--- config.mk ---
export PLATFORM = sky130hd
export DESIGN_NAME = set_difference_filter
export DESIGN_NICKNAME = d
export VERILOG_FILES = /design/src/hw/rtl/sdf_pkg.sv /design/src/hw/rtl/sdf_ctrl.sv /design/src/hw/rtl/sdf_datapath.sv /design/src/hw/rtl/set_difference_filter.sv
export SDC_FILE = /design/constraint.sdc
export NUM_CORES = 2
export LEC_CHECK = 0
export BUFFER_PORTS_ARGS = -buffer_cell sky130_fd_sc_hd__buf_2
export CORE_MARGIN = 2
export CORE_UTILIZATION = 40
export DETAILED_ROUTE_END_ITERATION = 10
export PLACE_DENSITY = 0.56
export SKIP_CTS_REPAIR_TIMING = 1
export SYNTH_ARGS = -nofsm -noshare
export SYNTH_HDL_FRONTEND = slang
export SYNTH_SLANG_ARGS = --single-unit
--- constraint.sdc ---
create_clock -name clk -period 4.6 [get_ports clk]
set_input_delay 0.46 -clock clk [delete_from_list [all_inputs] [get_ports clk]]
set_output_delay 0.46 -clock clk [all_outputs]
set_load 0.02 [all_outputs]
--- src/hw/rtl/sdf_pkg.sv ---
`timescale 1ns / 1ps
// ----------------------------------------------------------------------------
// sdf_pkg - shared definitions for the set difference filter
// Table sizing, request codes, controller states and the command/status
// bundles between the controller and the datapath.
// ----------------------------------------------------------------------------
package sdf_pkg;

  // Exclusion table sizing
  localparam int TABLE_DEPTH = 64;
  localparam int ADDR_W      = (TABLE_DEPTH > 1) ? $clog2(TABLE_DEPTH) : 1;
  localparam int COUNT_W     = $clog2(TABLE_DEPTH + 1);
  localparam int VALUE_W     = 32;

  // Input tuser layout: bit 0 operation, bit 1 start_new
  localparam int USER_OP_BIT    = 0;
  localparam int USER_FRESH_BIT = 1;

  // Operation codes
  localparam logic OP_LOAD  = 1'b0;
  localparam logic OP_QUERY = 1'b1;

  typedef enum logic [1:0] {
    ST_IDLE,
    ST_SCAN,
    ST_DRAIN,
    ST_RESULT
  } sdf_state_t;

  // Controller to datapath
  typedef struct packed {
    logic load;        // store input value into the table
    logic capture;     // latch a query and restart the scan
    logic scan_step;   // read the next table entry
    logic emit;        // finish the query, write result if unmatched
  } sdf_cmd_t;

  // Datapath to controller
  typedef struct packed {
    logic count_zero;  // table is empty
    logic scan_last;   // current read is the last valid entry
    logic out_free;    // output register can take a result
  } sdf_status_t;

endpackage

--- src/hw/rtl/sdf_ctrl.sv ---
`timescale 1ns / 1ps
// ----------------------------------------------------------------------------
// sdf_ctrl - set difference filter controller
// Accepts requests, sequences the table scan for a query and issues the
// result write once the output register is free.
// ----------------------------------------------------------------------------
module sdf_ctrl (
  input  logic                 clk,
  input  logic                 rst,
  input  logic                 s_tvalid,
  input  logic                 op,
  output logic                 s_tready,
  input  sdf_pkg::sdf_status_t status,
  output sdf_pkg::sdf_cmd_t    cmd
);
  import sdf_pkg::*;

  sdf_state_t state, state_next;

  // State register
  always_ff @(posedge clk) begin
    if (rst) begin
      state <= ST_IDLE;
    end else begin
      state <= state_next;
    end
  end

  // Next state
  always_comb begin
    state_next = state;
    case (state)
      ST_IDLE: begin
        if (s_tvalid && op == OP_QUERY) begin
          state_next = status.count_zero ? ST_RESULT : ST_SCAN;
        end
      end
      ST_SCAN: begin
        if (status.scan_last) begin
          state_next = ST_DRAIN;
        end
      end
      ST_DRAIN: begin
        state_next = ST_RESULT;
      end
      ST_RESULT: begin
        if (status.out_free) begin
          state_next = ST_IDLE;
        end
      end
      default: begin
        state_next = ST_IDLE;
      end
    endcase
  end

  // Outputs
  always_comb begin
    s_tready      = 1'b0;
    cmd           = '0;
    case (state)
      ST_IDLE: begin
        s_tready    = 1'b1;
        cmd.load    = s_tvalid && (op == OP_LOAD);
        cmd.capture = s_tvalid && (op == OP_QUERY);
      end
      ST_SCAN: begin
        cmd.scan_step = 1'b1;
      end
      ST_RESULT: begin
        cmd.emit = status.out_free;
      end
      default: begin
        cmd = '0;
      end
    endcase
  end

endmodule

--- src/hw/rtl/sdf_datapath.sv ---
`timescale 1ns / 1ps
// ----------------------------------------------------------------------------
// sdf_datapath - set difference filter datapath
// Holds the exclusion table memory, entry count, overflow flag, scan
// counter, comparator and the output register.
// ----------------------------------------------------------------------------
module sdf_datapath (
  input  logic                          clk,
  input  logic                          rst,
  input  logic                          fresh,
  input  logic [sdf_pkg::VALUE_W-1:0]   in_value,
  input  sdf_pkg::sdf_cmd_t             cmd,
  output sdf_pkg::sdf_status_t          status,
  output logic                          m_tvalid,
  input  logic                          m_tready,
  output logic [sdf_pkg::VALUE_W-1:0]   kept_value,
  output logic                          table_overflowed
);
  import sdf_pkg::*;

  logic [VALUE_W-1:0] mem [TABLE_DEPTH];

  logic [COUNT_W-1:0] count, count_next, count_eff;
  logic               ovf, ovf_next;
  logic               wr_en;
  logic [VALUE_W-1:0] query;
  logic [ADDR_W-1:0]  idx;
  logic [VALUE_W-1:0] rd_data;
  logic               rd_valid;
  logic               match;

  // Load bookkeeping: start_new empties the table first
  always_comb begin
    count_eff  = fresh ? '0 : count;
    count_next = count;
    ovf_next   = ovf;
    wr_en      = 1'b0;
    if (cmd.load) begin
      ovf_next = fresh ? 1'b0 : ovf;
      if (count_eff < COUNT_W'(TABLE_DEPTH)) begin
        wr_en      = 1'b1;
        count_next = count_eff + COUNT_W'(1);
      end else begin
        count_next = count_eff;
        ovf_next   = 1'b1;
      end
    end
  end

  always_ff @(posedge clk) begin
    if (rst) begin
      count <= '0;
      ovf   <= 1'b0;
    end else begin
      count <= count_next;
      ovf   <= ovf_next;
    end
  end

  // Table memory: one write port, one registered read port
  always_ff @(posedge clk) begin
    if (wr_en) begin
      mem[count_eff[ADDR_W-1:0]] <= in_value;
    end
  end

  always_ff @(posedge clk) begin
    if (cmd.scan_step) begin
      rd_data <= mem[idx];
    end
  end

  // Query latch and scan index
  always_ff @(posedge clk) begin
    if (cmd.capture) begin
      query <= in_value;
    end
  end

  always_ff @(posedge clk) begin
    if (rst) begin
      idx <= '0;
    end else if (cmd.capture) begin
      idx <= '0;
    end else if (cmd.scan_step) begin
      idx <= idx + ADDR_W'(1);
    end
  end

  // Compare one entry per cycle, sticky match
  always_ff @(posedge clk) begin
    if (rst) begin
      rd_valid <= 1'b0;
      match    <= 1'b0;
    end else begin
      rd_valid <= cmd.scan_step;
      if (cmd.capture) begin
        match <= 1'b0;
      end else if (rd_valid && rd_data == query) begin
        match <= 1'b1;
      end
    end
  end

  // Output register
  always_ff @(posedge clk) begin
    if (rst) begin
      m_tvalid <= 1'b0;
    end else if (cmd.emit && !match) begin
      m_tvalid <= 1'b1;
    end else if (m_tready) begin
      m_tvalid <= 1'b0;
    end
  end

  always_ff @(posedge clk) begin
    if (cmd.emit && !match) begin
      kept_value       <= query;
      table_overflowed <= ovf;
    end
  end

  // Status
  always_comb begin
    status.count_zero = (count == '0);
    status.scan_last  = ((COUNT_W'(idx) + COUNT_W'(1)) == count);
    status.out_free   = !m_tvalid || m_tready;
  end

endmodule

--- src/hw/rtl/set_difference_filter.sv ---
`timescale 1ns / 1ps
// ----------------------------------------------------------------------------
// set_difference_filter - streaming set difference filter
// Loads build an exclusion table; queries pass only if not in the table.
// ----------------------------------------------------------------------------
// Usage:
//   Slave channel (s_*) carries requests. s_tuser[0] selects the operation
//   (0 load, 1 query), s_tuser[1] is start_new, s_tdata is the value.
//   A load stores the value in the next free table entry (start_new empties
//   the table and clears the overflow flag first); a load into a full table
//   is dropped and sets the sticky overflow flag.
//   A query reads the N stored entries one per cycle through the single
//   read port of the table memory; with an empty table it skips the scan.
//   No new request is accepted until the query has finished.
//   Master channel (m_*) returns unmatched queries: m_tdata is the value,
//   m_tuser is the overflow flag. Matched queries produce nothing.
//   The result sits in an output register; the next request is accepted
//   while it waits. A query finishing while the receiver still stalls an
//   earlier result holds until the register frees.
//   Reset (rst, synchronous) empties the table, clears the overflow flag
//   and drops any pending result. Table contents are not cleared.
// ----------------------------------------------------------------------------
module set_difference_filter (
  input  logic        clk,
  input  logic        rst,
  input  logic        s_tvalid,
  output logic        s_tready,
  input  logic [31:0] s_tdata,   // [31:0] value
  input  logic [1:0]  s_tuser,   // [0] operation, [1] start_new
  output logic        m_tvalid,
  input  logic        m_tready,
  output logic [31:0] m_tdata,   // [31:0] kept_value
  output logic        m_tuser    // [0] table_overflowed
);
  import sdf_pkg::*;

  sdf_cmd_t    cmd;
  sdf_status_t status;

  sdf_ctrl u_ctrl (
    .clk      (clk),
    .rst      (rst),
    .s_tvalid (s_tvalid),
    .op       (s_tuser[USER_OP_BIT]),
    .s_tready (s_tready),
    .status   (status),
    .cmd      (cmd)
  );

  sdf_datapath u_datapath (
    .clk              (clk),
    .rst              (rst),
    .fresh            (s_tuser[USER_FRESH_BIT]),
    .in_value         (s_tdata),
    .cmd              (cmd),
    .status           (status),
    .m_tvalid         (m_tvalid),
    .m_tready         (m_tready),
    .kept_value       (m_tdata),
    .table_overflowed (m_tuser)
  );

endmodule

# ---- Word-level counts from Yosys, hierarchy flattened
# Memory sizes are Yosys's and may differ from the RTL's. A register that Yosys moved wholly into a read port is not among the register bits.
# Index checks and enable logic that the tools add are counted.
dict set report op_classes {
  addsub 3
  order_cmp 1
  n_eq_ne 9
  n_mux 19
  n_bitwise 1
  reduce_logical 13
}
# op n
set op_table {}
lappend op_table {{equality test 32 bit} 1}
lappend op_table {{two-way mux 7 bit} 2}
lappend op_table {{two-way mux 1 bit} 11}
lappend op_table {{two-way mux 2 bit} 5}
lappend op_table {{case mux 2 bit (4 select lines)} 1}
lappend op_table {{adder 6 x 1 -> 7 bit (second input constant)} 1}
lappend op_table {{adder 7 x 1 -> 7 bit (second input constant)} 1}
lappend op_table {{equality test 7 bit} 1}
lappend op_table {{zero test 7 bit} 1}
lappend op_table {{less-than comparator 7 bit (second input constant)} 1}
lappend op_table {{adder 6 x 1 -> 6 bit (second input constant)} 1}
lappend op_table {{equality test 2 bit (second input constant)} 2}
lappend op_table {{logical AND 1 bit} 4}
lappend op_table {{!= test 2 x 1 -> 1 bit (second input constant)} 2}
lappend op_table {{!= test 2 bit (second input constant)} 2}
lappend op_table {{AND reduction 3 bit} 1}
lappend op_table {{equality test 2 x 1 -> 1 bit (second input constant)} 1}
lappend op_table {{zero test 1 bit} 2}
lappend op_table {{zero test 2 bit} 1}
lappend op_table {{AND reduction 2 bit} 1}
lappend op_table {{nonzero test 2 bit} 1}
lappend op_table {{OR reduction 2 bit} 1}
lappend op_table {{logical OR 1 bit} 1}
lappend op_table {{NOT 1 bit} 1}
dict set report totals {
  ff_bits 84
  mem_bits_rw 2048
  in_bits 38
  mem_count 1
}
# memory words word_bits rd rd_clocked_by_memory_dff wr line
set memory_table {}
lappend memory_table {u_datapath.mem 64 32 1 1 1 sdf_datapath.sv:21} ;# logic [VALUE_W-1:0] mem [TABLE_DEPTH];

# ---- Depth between registers and ports, before layout
dict set report logic_depth {
  depth_word 6
  depth_mapped 9
}

# ---- By module
# A second synthesis with hierarchy kept.
dict set report unflattened {
  cells_unflattened 3877
  area_unflattened_um2 83102.2
}
# module n_inst cells_per_inst area_per_inst_um2 seq_area_each_um2
set by_module_without_submodules {}
lappend by_module_without_submodules {sdf_datapath 1 3853 82898.3 64752.1}
lappend by_module_without_submodules {sdf_ctrl 1 24 203.9 40.0}

# ---- Worst setup path after synthesis
# OpenSTA, ideal clock, no wires.
dict set report synth_timing {
  path_type {register -> register}
  startpoint {register u_ctrl.state[0]}
  endpoint {memory u_datapath.mem[26][0] (enable)}
  setup_time_ns 0.421
  arrival_time_ns 3.278
  slack_ns 0.900
  stages_incl_launch_ff 10
  n_path_buf 2
  period_less_slack_ns 3.700
  path_cell_list {dfxtp_1 -> inv_1 -> ha_1 -> and3b_1 -> buf_2 -> a21boi_0 -> buf_2 -> nor2b_1 -> nand3_1 -> nor2_1}
}
dict set report synth_between {
  elab_chain_cells 5
}
# element line
set synth_rtl {}
lappend synth_rtl {{start: declaration} sdf_ctrl.sv:18} ;# sdf_state_t state, state_next;
lappend synth_rtl {{start signal: assignment} sdf_ctrl.sv:25} ;# state <= state_next;
lappend synth_rtl {{zero test 2 bit} sdf_ctrl.sv:61} ;# case (state)
lappend synth_rtl {{two-way mux 2 bit} sdf_ctrl.sv:61}
lappend synth_rtl {{two-way mux 1 bit} sdf_datapath.sv:38} ;# if (cmd.load) begin
lappend synth_rtl {{two-way mux 1 bit} sdf_datapath.sv:62} ;# if (wr_en) begin
lappend synth_rtl {{two-way mux 1 bit (implied by the code)} sdf_datapath.sv:63} ;# mem[count_eff[ADDR_W-1:0]] <= in_value;
lappend synth_rtl {{end: declaration} sdf_datapath.sv:21}
# Every way passes these cells.

# ---- Worst setup path in the final report
dict set report layout_timing {
  startpoint {register u_ctrl.state[0]}
  endpoint {memory u_datapath.mem[17][10] (enable)}
}
# Same word-level chain as after synthesis.

==> impl.org <==
** Place
- After detailed placement, the total cell area comes to 87,700 um^2.
- Number of placed instances, taps included :: between 6,000 and 7,000
- Placed wire-length estimate :: 126,000 um
- Quantity of I/O buffers inserted on ports :: 72
- Routability congestion estimate from global placement :: 0.786
- Placement-stage worst setup slack :: 0.773 ns

** Timing
- After routing, the total negative slack on setup checks comes to 0 ns.
- Clock period minus worst slack :: 3.83 ns
- Number of pins exceeding their max-slew limit in the final report :: 0
- Slew at the pin closest to its max-slew limit :: approximately 1.3 ns
- Setup slack closes at 0.775 ns.
- Setup repair after global routing left no endpoint under its margin.
- Highest clock frequency the design can meet :: 261 MHz
- Final number of hold-violating endpoints :: 0
- Worst slew margin relative to its limit :: 10.9%
- Final setup violation count :: 0
- After layout, the worst path uses between 80% and 90% of the clock period.
- The clock arrives with 0.0447 ns of skew.
- The tightest hold path in the finished design has a slack of 0.0332 ns.

** GRT
- The first global-routing pass estimated around 310,000 um of wire.
- Entering global routing, the biggest net connects 103 pins.
- The number of antenna violations at the first check in global routing is 10.
- Via count of the first global-routing pass :: 39,800
- Global routing finished with a remaining overflow of 0.
- Global routing used 21.2% of the available tracks across all layers.

** CTS
- Clock tree synthesis inserted a total of 217 buffers.
- Clk sink count :: between 2,000 and 2,500
- Clock-pin slew was measured on the worst setup and hold paths at 0.06 ns.
- At the later pin of the worst-skew pair, clock insertion delay measures 0.85 ns.
- The H-tree was split into 4 levels.
- The root buffer cell chosen for the clock tree is sky130_fd_sc_hd__clkbuf_16.
- No sink is reached through more buffers than the 3 on the longest clock path.
- TritonCTS built the clock tree.

** Die
- The initial utilization of the core area, before any placement, comes to 40.3%.
- The initialized floorplan defines 166 standard-cell rows.
- Vert. Die Dim :: around 460 um
- In this run the standard cell core region covers 205,000 um^2.
- From left edge to right edge, the die measures 459 um.
- Die area :: 210,000 um^2
- Boundary pin count :: 73

** Critical path
- For the worst setup path, the data required time is 5.11 ns.
- Class of the most critical setup path :: reg -> reg
- Arrival time at the worst endpoint :: 4.34 ns
- The worst setup path is captured at a register.
- In this run the worst path has a maximum fanout of 16.
- Launching element type of the critical path :: register

** Cells and area
- The finished cells cover 94,600 um^2.
- Fraction of the core area covered by cells at the end of the flow :: 46.1%
- Fraction of final layout cells sized beyond drive strength 1 :: 28.9%
- The count of cells in the finished layout, fillers not included, comes to 6,782.
- Synthesis-to-finish area growth :: 14.4%
- Count of nets after finishing :: 3,947

** Route
- Antenna viol nets, final :: 0
- Summed over all layers, the routed wires come to 223,000 um.
- The first TritonRoute pass finished after 6 iterations.
- Routed length on met3 :: 14,700 um
- Max Used Layer :: met5
- After detailed routing, the number of vias per cell comes to between 5 and 6.
- Dividing the detail-routed wire length by the instance count gives 32.9 um.
- The detailed router finished its first iteration with around 4,500 violations.
- Detail Route met2 WL :: 109,000 um
- Detailed-route via count :: 39,700
- Routed met1 length :: 94,500 um
- Number of remaining DRC errors :: 0

** Synthesis
- In the synthesized netlist, the number of instances is 3,625.
- After synthesis the cells add up to 82,700 um^2.
- Number of warnings printed during yosys synthesis :: 0
- Yosys mapped a number of flops with a built-in enable equal to 2,145.
- In the synthesized netlist the async set-or-reset flop fraction comes to 0%.
- Net count after synthesis :: between 3,000 and 4,000
- Among all flip-flop cells after synthesis, the most frequent one is sky130_fd_sc_hd__edfxtp_1.
- The synthesized netlist contains 59 unique library cells.
- The synthesized design contains 2,164 register bits.
- Sequential cells were found to cover 78.4% of the synthesized design area.
- After synthesis, the mean cell area works out to 22.8 um^2.

** Flow run
- Max Cap Viol :: 0

** Hold path
- The min-delay analysis places its worst path in the category in -> reg.

** Power and ir drop
- Dividing total power by cell area gives a power density of between 400 and 500 nW/um^2.
- Maximum ir drop on the vdd rail :: 365 uV
- After layout, the design draws a total of 44.4 mW.
- Static power due to leakage :: roughly 29 nW

** Status
- Run status :: completed
==> placed cells by master (no fill, tap or decap), types with 16 or more instances in the layout <==
cell type / count
sky130_fd_sc_hd__nor2_4: 65
sky130_fd_sc_hd__o211ai_1: 17
sky130_fd_sc_hd__mux2i_1: 76
sky130_fd_sc_hd__clkbuf_1: 46
sky130_fd_sc_hd__edfxtp_1: 2145
sky130_fd_sc_hd__clkbuf_16: 221
sky130_fd_sc_hd__xnor2_1: 37
sky130_fd_sc_hd__buf_2: 72
sky130_fd_sc_hd__a22oi_1: 49
sky130_fd_sc_hd__clkinv_2: 39
sky130_fd_sc_hd__nand3_1: 29
sky130_fd_sc_hd__bufinv_16: 16
sky130_fd_sc_hd__mux4_2: 540
sky130_fd_sc_hd__a21oi_1: 49
sky130_fd_sc_hd__a32oi_1: 19
sky130_fd_sc_hd__nor2_1: 29
sky130_fd_sc_hd__buf_12: 43
sky130_fd_sc_hd__buf_4: 134
sky130_fd_sc_hd__clkinv_1: 59
sky130_fd_sc_hd__nand2_1: 152
==> routing by layer <==
metal / track usage [%] / up-vias
met4: 5.22 / 2
met5: 0 / -
li1: - / 16000
met2: 34.3 / 1565
met3: 3.71 / 293
met1: 30.0 / 21900
==> logic make-up (layout without fill, tap and decap cells) <==
logic type | after synthesis | count (layout) | share of synthesized area, %
DFF | 2164 | 2164 | 78.4
and+or+nand+nor | 354 | 354 | 1.91
xor gates and xnor gates | 46 | 46 | 0.487
other | 0 | 7 | 0
buffers and inverters | 198 | 660 | 1.36
muxes | 624 | 624 | 15.7
AOI/OAI and AO/OA | 233 | 233 | 2.04
adders and majority gates | 6 | 6 | 0.0908
==> flip-flops by register name (all words and copies together), names as in the netlist <==
name / count
u_datapath.mem: 2048
u_datapath.rd_valid: 1
u_datapath.table_overflowed: 1
u_datapath.match: 1
u_ctrl.state: 2
u_datapath.m_tvalid: 1
u_datapath.kept_value: 32
u_datapath.idx: 6
u_datapath.query: 32
u_datapath.ovf: 1
u_datapath.count: 7
u_datapath.rd_data: 32
==> report_power, final <==
part	internal [mW]	switching (mW)	leakage, nW	total [mW]
sequential	22.0	0.224	19.5	22.2
combinational	2.42	2.63	5.91	5.05
clock	9.69	7.49	3.35	17.2
total	34.1	10.3	28.7	44.4
==> cells in the mapped netlist (all sizes together), types with 5 or more instances <==
cell / count / share of area, %
buf: 147 / 1.1
clkbuf: 45 / 0.20
mux2i: 76 / 0.92
nand2: 152 / 0.69
mux4: 540 / 15
o221ai: 15 / 0.16
a32oi: 19 / 0.20
xor2: 9 / 0.095
a221oi: 8 / 0.085
mux2: 8 / 0.11
a31oi: 9 / 0.068
o2111ai: 10 / 0.11
nand2b: 14 / 0.11
inv: 5 / 0.023
edfxtp: 2145 / 78
a22oi: 49 / 0.44
dfxtp: 19 / 0.46
nor2b: 16 / 0.12
xnor2: 37 / 0.39
nand3b: 6 / 0.054
nor2: 97 / 0.44
nand3: 29 / 0.18
a221o: 7 / 0.085
a211oi: 5 / 0.045
o21ai: 16 / 0.097
a21oi: 49 / 0.30
nand4: 11 / 0.083
a311oi: 6 / 0.064
o211ai: 17 / 0.15
ha: 6 / 0.091
==> final timing paths <==
kind / start / to / slack (ns) / cells after the start
worst max-delay path: u_ctrl.state[0]$_SDFFE_PP0P_ / u_datapath.mem[17][10]$_DFFE_PP_ / 0.77 / 9
worst min-delay path: s_tuser[1] / u_datapath.ovf$_SDFFE_PP0P_ / 0.03 / 2
worst max register to register: u_ctrl.state[0]$_SDFFE_PP0P_ / u_datapath.mem[17][10]$_DFFE_PP_ / 0.77 / 9
worst min register to register: u_datapath.query[4]$_DFFE_PP_ / u_datapath.kept_value[4]$_DFFE_PP_ / 0.53 / 0
==> worst max-delay path: stages, from the launching register on <==
cell and delay [ns]:
sky130_fd_sc_hd__dfxtp_1 0.34, sky130_fd_sc_hd__inv_1 0.10, sky130_fd_sc_hd__ha_1 0.25, sky130_fd_sc_hd__and3b_1 0.42
sky130_fd_sc_hd__a21boi_0 0.22, sky130_fd_sc_hd__buf_4 0.19, sky130_fd_sc_hd__nor2b_1 0.22, sky130_fd_sc_hd__nand3b_1 0.67
sky130_fd_sc_hd__nor2_4 0.64, sky130_fd_sc_hd__buf_4 0.39
==> layout make-up <==
type,count,area (um^2)
Fill cell,16800,110000
Sequential cell,2164,64800
Multi-Input combinational cell,1263,17300
Clock buffer,267,5700
Tap cell,2688,3360
Timing Repair Buffer,251,2250
Clock inverter,136,1170
Inverter,6,27.5
Antenna cell,7,17.5
(Power assumes the default switching activity.)
